## src/rtl/csrw_pkg.sv

```systemverilog
// shared types, constants and codes for the clock skew regression window
`timescale 1ns / 1ps

package csrw_pkg;

    localparam int WINDOW_MAX_DEF = 16;
    localparam int TIME_W         = 32;
    localparam int LEN_CFG_W      = 5;
    localparam int OFFSET_W       = 48;
    localparam int SKEW_W         = 64;
    localparam int APB_DATA_W     = 32;
    localparam int PADDR_W        = 3;
    localparam int DIV_W          = 128;
    localparam int DIV_CNT_W      = 8;

    // register indexes
    localparam logic [0:0] REG_WINDOW_LEN = 1'b0;

    typedef enum logic [1:0] {
        FIT_NOT_FULL = 2'd0,
        FIT_VALID    = 2'd1,
        FIT_DEN_ZERO = 2'd2
    } csrw_status_t;

    typedef struct packed {
        logic [TIME_W-1:0] global_time;
        logic [TIME_W-1:0] local_time;
        logic              clear_window;
    } csrw_sample_t;

    typedef struct packed {
        csrw_status_t               fit_status;
        logic signed [OFFSET_W-1:0] offset_q16;
        logic signed [SKEW_W-1:0]   skew_q32;
        logic [TIME_W-1:0]          local_mean;
    } csrw_fit_t;

    typedef struct packed {
        logic                 start;
        logic [DIV_CNT_W-1:0] n;
        logic [DIV_W-1:0]     num;
        logic [DIV_W-1:0]     den;
    } csrw_div_req_t;

endpackage

```

## src/rtl/csrw_div.sv

```systemverilog
// shared restoring divider, one quotient bit per cycle
`timescale 1ns / 1ps

module csrw_div
    import csrw_pkg::*;
(
    input  logic                clk,
    input  logic                rst_n,
    input  csrw_div_req_t       req,
    output logic                busy,
    output logic [DIV_W-1:0]    quo,
    output logic [DIV_W-1:0]    rem
);

    logic [DIV_W-1:0]     rem_reg, rem_next;
    logic [DIV_W-1:0]     quo_reg, quo_next;
    logic [DIV_W-1:0]     den_reg, den_next;
    logic [DIV_CNT_W-1:0] cnt_reg, cnt_next;
    logic                 busy_reg, busy_next;
    logic [DIV_W-1:0]     trial;
    logic                 fits;

    assign trial = {rem_reg[DIV_W-2:0], quo_reg[DIV_W-1]};
    assign fits  = (trial >= den_reg);

    always_comb
    begin
        rem_next  = rem_reg;
        quo_next  = quo_reg;
        den_next  = den_reg;
        cnt_next  = cnt_reg;
        busy_next = busy_reg;
        if (req.start)
        begin
            // numerator arrives left aligned, quotient shifts in from the bottom
            rem_next  = '0;
            quo_next  = req.num;
            den_next  = req.den;
            cnt_next  = req.n;
            busy_next = 1'b1;
        end
        else if (busy_reg)
        begin
            rem_next = fits ? (trial - den_reg) : trial;
            quo_next = {quo_reg[DIV_W-2:0], fits};
            cnt_next = cnt_reg - 1'b1;
            if (cnt_reg == DIV_CNT_W'(1))
            begin
                busy_next = 1'b0;
            end
        end
    end

    always_ff @(posedge clk or negedge rst_n)
    begin
        if (!rst_n)
        begin
            busy_reg <= 1'b0;
            cnt_reg  <= '0;
        end
        else
        begin
            busy_reg <= busy_next;
            cnt_reg  <= cnt_next;
        end
    end

    always_ff @(posedge clk)
    begin
        rem_reg <= rem_next;
        quo_reg <= quo_next;
        den_reg <= den_next;
    end

    assign busy = busy_reg;
    assign quo  = quo_reg;
    assign rem  = rem_reg;

endmodule

```

## config.mk

```make
export PLATFORM = sky130hd
export DESIGN_NAME = csrw_div
export DESIGN_NICKNAME = d
export VERILOG_FILES = /design/src/rtl/csrw_pkg.sv /design/src/rtl/csrw_div.sv
export SDC_FILE = /design/constraint.sdc
export NUM_CORES = 1
export LEC_CHECK = 0
export BUFFER_PORTS_ARGS = -buffer_cell sky130_fd_sc_hd__buf_2
export CAP_MARGIN = 20
export CORE_MARGIN = 5
export CORE_UTILIZATION = 56
export DETAILED_ROUTE_END_ITERATION = 12
export PLACE_DENSITY = 0.79
export SLEW_MARGIN = 30
export SYNTH_ARGS = -nofsm -noshare
export SYNTH_HDL_FRONTEND = slang
export SYNTH_SLANG_ARGS = --single-unit
```

## constraint.sdc

```tcl
create_clock -name clk -period 4.7 [get_ports clk]
set_input_delay 0.705 -clock clk [delete_from_list [all_inputs] [get_ports clk]]
set_output_delay 0.705 -clock clk [all_outputs]
set_load 0.01 [all_outputs]
```

# Word level (Yosys, flattened, before mapping)

Cells that the tools add are included.
W data, S select, Z words.

Register bits after elaboration: 393
Bits of input ports: 267
Output and inout port bits: 257
Logic and storage cells: 18

Add/sub/neg operators: 2
Magnitude comparators: 1
Equal/unequal tests: 1
Multiplexer cells: 8
Reduce and logical (&&, ||, !) cells: 1

Operators by type and width:

| operator              | number |
|---|---|
| $mux W128             | 3 |
| $ge A128 B128 Y1      | 1 |
| $sub A128 B128 Y128   | 1 |
| $mux W8               | 2 |
| $eq A8 B1 Y1 const B  | 1 |
| $sub A8 B1 Y8 const B | 1 |
| $mux W1               | 3 |
| $reduce_bool A2 Y1    | 1 |

# Logic depth before layout (Yosys ltp)

Gate-level depths: netlist of run 1.

Word-level depth: 4
Mapped depth: 15
Mapped depth without buffers: 14

# Least setup slack after synthesis of run 1

OpenSTA, ideal clock, no wires.

Kind: input to register
From: input req[264] in the netlist's numbering
To: register quo_reg[0] (netlist: quo[0]) (enable)
Setup time: 0.480 ns
Arrival: 3.764 ns
Required time: 4.220 ns
Setup slack: 0.456 ns
Cell stages on the path: 4
Path buffers: 2
Cells stage by stage: clkbuf_1 > nor2_1 > clkbuf_1 > inv_1

Word-level cells in the longest chain between the ends: 1

RTL lines:

| element                      | RTL line       | RTL |
|---|---|---|
| start: declaration           | csrw_div.sv:9  | `input csrw_div_req_t req,` |
| $reduce_bool A2 Y1 (no line) | --             |  |
| end signal: assignment       | csrw_div.sv:71 | `quo_reg <= quo_next;` |
| end: declaration             | csrw_div.sv:16 | `logic [DIV_W-1:0] quo_reg, quo_next;` |

No other way between the ends.
A chain may end at the register's enable or synchronous reset.

# Final worst setup path of run 1

From: register quo_reg[127] (netlist: quo[127])
To: register rem_reg[51] (netlist: rem[51])

Word-level cells in the longest chain between the ends: 2
Elaborated cells on any way between the ends: 3
Those cells by class: add/sub: 1; order compare: 1; mux: 1

RTL lines:

| element                                                 | RTL line                       | RTL |
|---|---|---|
| $sub A128 B128 Y128 or $ge A128 B128 Y1 (tied branches) | csrw_div.sv:44, csrw_div.sv:24 |  |
| $mux W128 *                                             | csrw_div.sv:44                 | `rem_next = fits ? (trial - den_reg) : trial;` |
| end signal: assignment                                  | csrw_div.sv:70                 | `rem_reg <= rem_next;` |
| end: declaration                                        | csrw_div.sv:15                 | `logic [DIV_W-1:0] rem_reg, rem_next;` |

Mark *: on every way between the ends. The rest lies on a longest branch, timed or not.

==> results.py, run 1 <==
metrics = {
    "run_status": {
        "status": "complete, no violations",
    },
    "pwr": {
        "swShare": 0.293,
        "ir_worst_vdd_v": 0.000344,
        "leakagePower_nw": 12.8,
        "p_seq_frac": 0.435,
        "finalPower_mw": 9.56,
        "combPwrFrac": 0.181,
        "clkPwrFrac": 0.384,
        "p_per_area_nw_per_um2": 323,
        "p_switching_mw": 2.80,
        "intPower_mw": 6.76,
    },
    "finish": {
        "nets": 3574,
        "fillers": 3554,
        "drive_gt1_frac": 0.246,
        "final_util": 0.669,
        "final_common_cell": "buf_2",
        "final_cell_mix": "522 x buf_2, 345 x nand2_1, 256 x edfxtp_1, 239 x nor2_1, 222 x a21oi_1",
        "syn_to_final_growth_pct": 18.2,
        "multi_input_area_um2": 13100,
        "seq_area_um2": 10500,
    },
    "sta": {
        "setup_viol": 0,
        "hold_slack_ns": 0.257,
        "fmax_ghz": 0.223,
        "period_share": 0.955,
        "report.final.slew_viol_count": 0,
        "hold_viol": 0,
        "grt_setup_unrepaired": "no",
        "finalClockSkew_ns": 0.0573,
        "timing.setup.tns_ns": 0,
        "tightest_slew_ns": 0.977,
        "final.min_clock_period_ns": 4.49,
        "slew_headroom": 0.349,
    },
    "die": {
        "rows": 77,
        "core_um2": 44200,
        "dieWidth_um": 221,
        "io_pins": 524,
        "die_h_um": 221,
        "start_util": 0.566,
        "die_area_um2": 49000,
    },
    "grt": {
        "grt_pass1_vias": 23400,
        "grt_max_degree": 140,
        "grt.total_usage": 0.361,
        "grt_remaining_overflow": 0,
        "antenna_found_initial": 11,
        "grt_pass1_wl_mm": 141,
    },
    "logic_synthesis": {
        "synth_ff_type": "edfxtp_1",
        "synth_area_leaders": "edfxtp_1 31%, dfxtp_1 10%, ha_1 6.5%",
        "synth_top_cell_by_area": "edfxtp_1",
        "yosys_warnings": 0,
        "synth_edf_count": 256,
        "ys_seq_elements": 393,
        "mappedNetlistArea_um2": 25000,
        "syn-num-nets": 3143,
        "syn_avg_cell_area_um2": 9.12,
        "synth_cell_types": 86,
        "synthCells": 2745,
        "ys_seq_area_frac": 0.419,
        "async_reset_ff_frac": 0.0229,
        "yosys.area.top_type_share": 0.307,
    },
    "clocking": {
        "cts_tree": "done",
        "cts_buffers": 44,
        "insertion_delay_ns": 0.62,
        "clk_pin_slew_worst_paths_ns": 0.06,
        "htreeDepth": 2,
        "root_buffer": "clkbuf_16",
        "clockBufferDepth": 3,
        "clock-sinks": 393,
        "cts_setup_buffers": 0,
    },
    "setup_path": {
        "crit_required_ns": 5.17,
        "arrival_ns": 4.95,
        "end_kind": "flop",
        "path_class": "reg2reg",
        "critPathMaxFanout": 53,
        "cp-start-kind": "flop",
    },
    "place": {
        "io_buffers": 523,
        "dp.final_hpwl_mm": 72.6,
        "place_congestion": 1.01,
    },
    "routing": {
        "wirelength_mm": 94.0,
        "wl_per_cell_um": 24.6,
        "via_per_inst": 6.33,
        "vias": 24100,
        "drtPass1Iterations": 6,
        "drt_iter0_markers": 2545,
        "drc_errors": 0,
        "ant_nets": 0,
    },
    "run": {
        "cap_violations": 0,
    },
    "worst_hold_path": {
        "hold_class": "in2reg",
    },
}
critical path, cell delays in order (launching register included):
cell and delay (ns):
edfxtp_1 0.41, inv_1 0.08, ha_1 0.20, fa_1 0.21
nand2b_1 0.16, a21oi_1 0.09, o21ai_0 0.39, a21oi_1 0.24
a211oi_2 0.36, a21oi_1 0.23, o311ai_2 0.71, and2_4 0.49
buf_12 0.29, nand2_1 0.12, a311oi_1 0.30
power by group through the flow:
stage	clock [mW]	combinational, mW	sequential [mW]
5_1_grt	3.86	1.85	4.18
4_1_cts	3.70	1.70	4.15
3_3_place_gp	0	1.66	4.21
6_report	3.68	1.73	4.16
3_5_place_dp	0	1.68	4.22
2_1_floorplan	0	0.958	4.24
logic make-up after synthesis:
group	share of synthesized area
AOI/OAI and AO/OA	0.204
muxes	0.0641
xor gates and xnor gates	0.0374
and+or+nand+nor	0.153
adders and majority gates	0.0658
buffers and inverters	0.0567
DFF	0.419
synth_stat cells, types with 53 or more instances:
cell and instances:
edfxtp_1 256, nand4_1 85, mux2_2 130, ha_1 130
dfxtp_1 128, o21bai_1 53, a21oi_1 222, nand2_1 345
clkbuf_1 123, a21o_1 57, inv_1 178, o21ai_0 130
xnor2_1 66, nor2_1 239, a311oi_1 85
final cells by class:
class | instances | share of cell area
multi-input cells | 1997 | 0.444
flip-flops and latches | 393 | 0.354
repair buffers | 562 | 0.101
clock buffers | 58 | 0.0410
well taps | 592 | 0.0250
inverters | 178 | 0.0227
clock inverters | 24 | 0.0108
diodes | 11 | 0.000931
routing by layer:
| metal | GRT usage | routed length, um |
|---|---|---|
| met3 | 0.100 | 9560 |
| met1 | 0.442 | 35400 |
| met4 | 0.146 | 4470 |
| met2 | 0.605 | 44600 |
| met5 | 0 | 15 |
worst paths after layout:
path,from,to,slack [ns],depth (start not counted)
setup / recovery,quo[127],rem[51],0.21,14
hold / removal,req[29],den_reg[29],0.26,1
setup reg to reg,quo[127],rem[51],0.21,14
hold reg to reg,rem[94],rem[94],0.50,2
max in group asynchronous,rst_n,busy,3.99,2
min in group asynchronous,rst_n,cnt_reg[7],0.50,2
per-stage QoR:
step | instances | cell area (um^2) | worst slack [ns]
6_report | 3815 | 29600 | 0.212
5_1_grt | 3815 | 29600 | 0.0297
4_1_cts | 3804 | 29500 | 0.313
3_5_place_dp | 3721 | 28000 | 0.415
3_3_place_gp | 3721 | 28000 | 0.507
2_1_floorplan | 2745 | 25000 | 0.456
repair_timing:
action	4_1_cts	5_1_grt
endpoints found under the setup margin	0	1
resized for setup	0	1
endpoints found under the hold margin	9	0
hold buffers	1	0
No activity file was read; power rests on OpenSTA's default activity.
==> inputs of run 2 (changes only) <==
GPL_TIMING_DRIVEN = 0   (was default)
==> run 2 against run 1 <==
Compared with the run above:
- global-route usage up 4.3 points
- sequential power about the same
- critical path depth stayed put
- critical endpoint is now rem[2]
- largest power group unchanged
- highest routed layer unchanged
==> results.py, run 2 (synthesis gave the netlist of run 1 again) <==
metrics = {
    "clocking": {
        "root_buffer": "clkbuf_16",
        "cts_tree": "done",
        "clock-sinks": 393,
        "clockBufferDepth": 3,
        "htreeDepth": 2,
        "clk_pin_slew_worst_paths_ns": 0.07,
        "cts_buffers": 43,
        "insertion_delay_ns": 0.60,
    },
    "die": {
        "start_util": 0.566,
        "dieWidth_um": 221,
        "rows": 77,
        "core_um2": 44200,
        "die_h_um": 221,
        "io_pins": 524,
        "die_area_um2": 49000,
    },
    "sta": {
        "report.final.slew_viol_count": 0,
        "grt_setup_unrepaired": "no",
        "setup_viol": 0,
        "hold_viol": 0,
        "timing.setup.tns_ns": 0,
        "fmax_ghz": 0.218,
        "tightest_slew_ns": 1.11,
        "finalClockSkew_ns": 0.0169,
        "final.min_clock_period_ns": 4.59,
        "slew_headroom": 0.257,
        "period_share": 0.976,
        "hold_slack_ns": 0.278,
    },
    "pwr": {
        "leakagePower_nw": 13.0,
        "clkPwrFrac": 0.376,
        "intPower_mw": 6.66,
        "swShare": 0.303,
        "p_per_area_nw_per_um2": 318,
        "ir_worst_vdd_v": 0.000350,
        "combPwrFrac": 0.187,
        "p_switching_mw": 2.90,
        "finalPower_mw": 9.56,
        "p_seq_frac": 0.436,
    },
    "worst_hold_path": {
        "hold_class": "in2reg",
    },
    "setup_path": {
        "end_kind": "flop",
        "path_class": "reg2reg",
        "critPathMaxFanout": 10,
        "cp-start-kind": "flop",
        "crit_required_ns": 5.19,
        "arrival_ns": 5.08,
    },
    "finish": {
        "nets": 3717,
        "final_common_cell": "buf_2",
        "final_cell_mix": "568 x buf_2, 344 x nand2_1, 256 x edfxtp_1, 239 x nor2_1, 220 x a21oi_1",
        "fin_area_um2": 30100,
        "syn_to_final_growth_pct": 20.1,
        "drive_gt1_frac": 0.245,
    },
    "routing": {
        "drt_iter0_markers": 3281,
        "drtPass1Iterations": 9,
        "vias": 25500,
        "drc_errors": 0,
        "via_per_inst": 6.43,
        "ant_nets": 0,
        "wirelength_mm": 105,
        "wl_per_cell_um": 26.5,
    },
    "grt": {
        "grt_pass1_vias": 25200,
        "grt_pass1_wl_mm": 155,
        "grt_remaining_overflow": 0,
        "grt_max_degree": 104,
        "grt.total_usage": 0.404,
        "antenna_found_initial": 15,
    },
    "place": {
        "dp.final_hpwl_mm": 81.0,
        "postPlaceCellArea_um2": 28500,
        "io_buffers": 523,
        "place_congestion": 1.04,
    },
    "run": {
        "cap_violations": 0,
    },
    "run_status": {
        "status": "complete, no violations",
    },
}
==> run 2: cell count changes in the layout (fill, tap and decap cells not counted), moves of 3 or more <==
cell / change
clkinv_1: +3
clkbuf_1: +110
buf_4: -23
clkbuf_8: -4
inv_6: +3
buf_2: +46
clkbuf_2: +10
buf_12: -5
==> run 2: critical path, cell delays in order, from the launching register on <==
cell      delay [ns]
edfxtp_1        0.43
inv_1           0.06
ha_1            0.23
fa_1            0.39
nand2b_1        0.20
a21oi_1         0.20
o21ai_1         0.23
a21oi_2         0.33
a211oi_2        0.17
a21oi_2         0.32
o311ai_4        0.18
nand2_2         0.33
clkbuf_1        0.83
nand3_1         0.22
a311oi_1        0.35
==> run 2: layout make-up <==
class	count	area, um^2
timing repair buffer	529	2710
buffer	177	767
tap	592	741
antenna	12	30.0
inverter	178	676
sequential	393	10500
multi-input combinational	1997	13200
clock buffer	52	1130
fill	3445	14200
clock inverter	28	345
==> run 2: power by group through the flow <==
stage | sequential [mW] | clock [mW] | combinational [mW]
detailed placement | 4.22 | 0 | 1.72
floorplan | 4.24 | 0 | 0.958
global route | 4.19 | 3.76 | 1.92
global placement | 4.22 | 0 | 1.68
CTS | 4.16 | 3.59 | 1.74
finish | 4.17 | 3.60 | 1.79
==> run 2: path summary, 6_finish.rpt <==
kind | start | to | slack [ns] | depth (start not counted)
min in group asynchronous | rst_n | cnt_reg[2] | 0.55 | 2
worst max-delay path | quo[127] | rem[2] | 0.11 | 14
max in group asynchronous | rst_n | cnt_reg[0] | 3.94 | 2
worst min register to register | rem[122] | rem[122] | 0.50 | 2
worst max register to register | quo[127] | rem[2] | 0.11 | 14
worst min-delay path | req[15] | den_reg[15] | 0.28 | 1
==> run 2: what timing repair did <==
action                                 CTS  global route
endpoints found under the hold margin    9             0
pin swaps                                0             1
hold buffers                             1             0
setup endpoints to repair              112            77
setup buffers                            0             2
resized for setup                       10            12
cloned                                   0             0
==> run 2: through the flow <==
step | utilization | std cells | setup WS, ns
global placement | 0.642 | 3860 | -3.54
global route | 0.680 | 3956 | 0.0458
finish | 0.680 | 3958 | 0.113
CTS | 0.678 | 3943 | 0.0493
detailed placement | 0.644 | 3862 | -0.958
floorplan | - | 2745 | 0.456
==> run 2: layer usage <==
metal / up-vias / GRT usage / routed length, um
met1: 12100 / 0.507 / 38700
met5: - / 0 / 21
met3: 405 / 0.0998 / 11500
li1: 11200 / - / -
met2: 1716 / 0.648 / 47700
met4: 4 / 0.210 / 6850
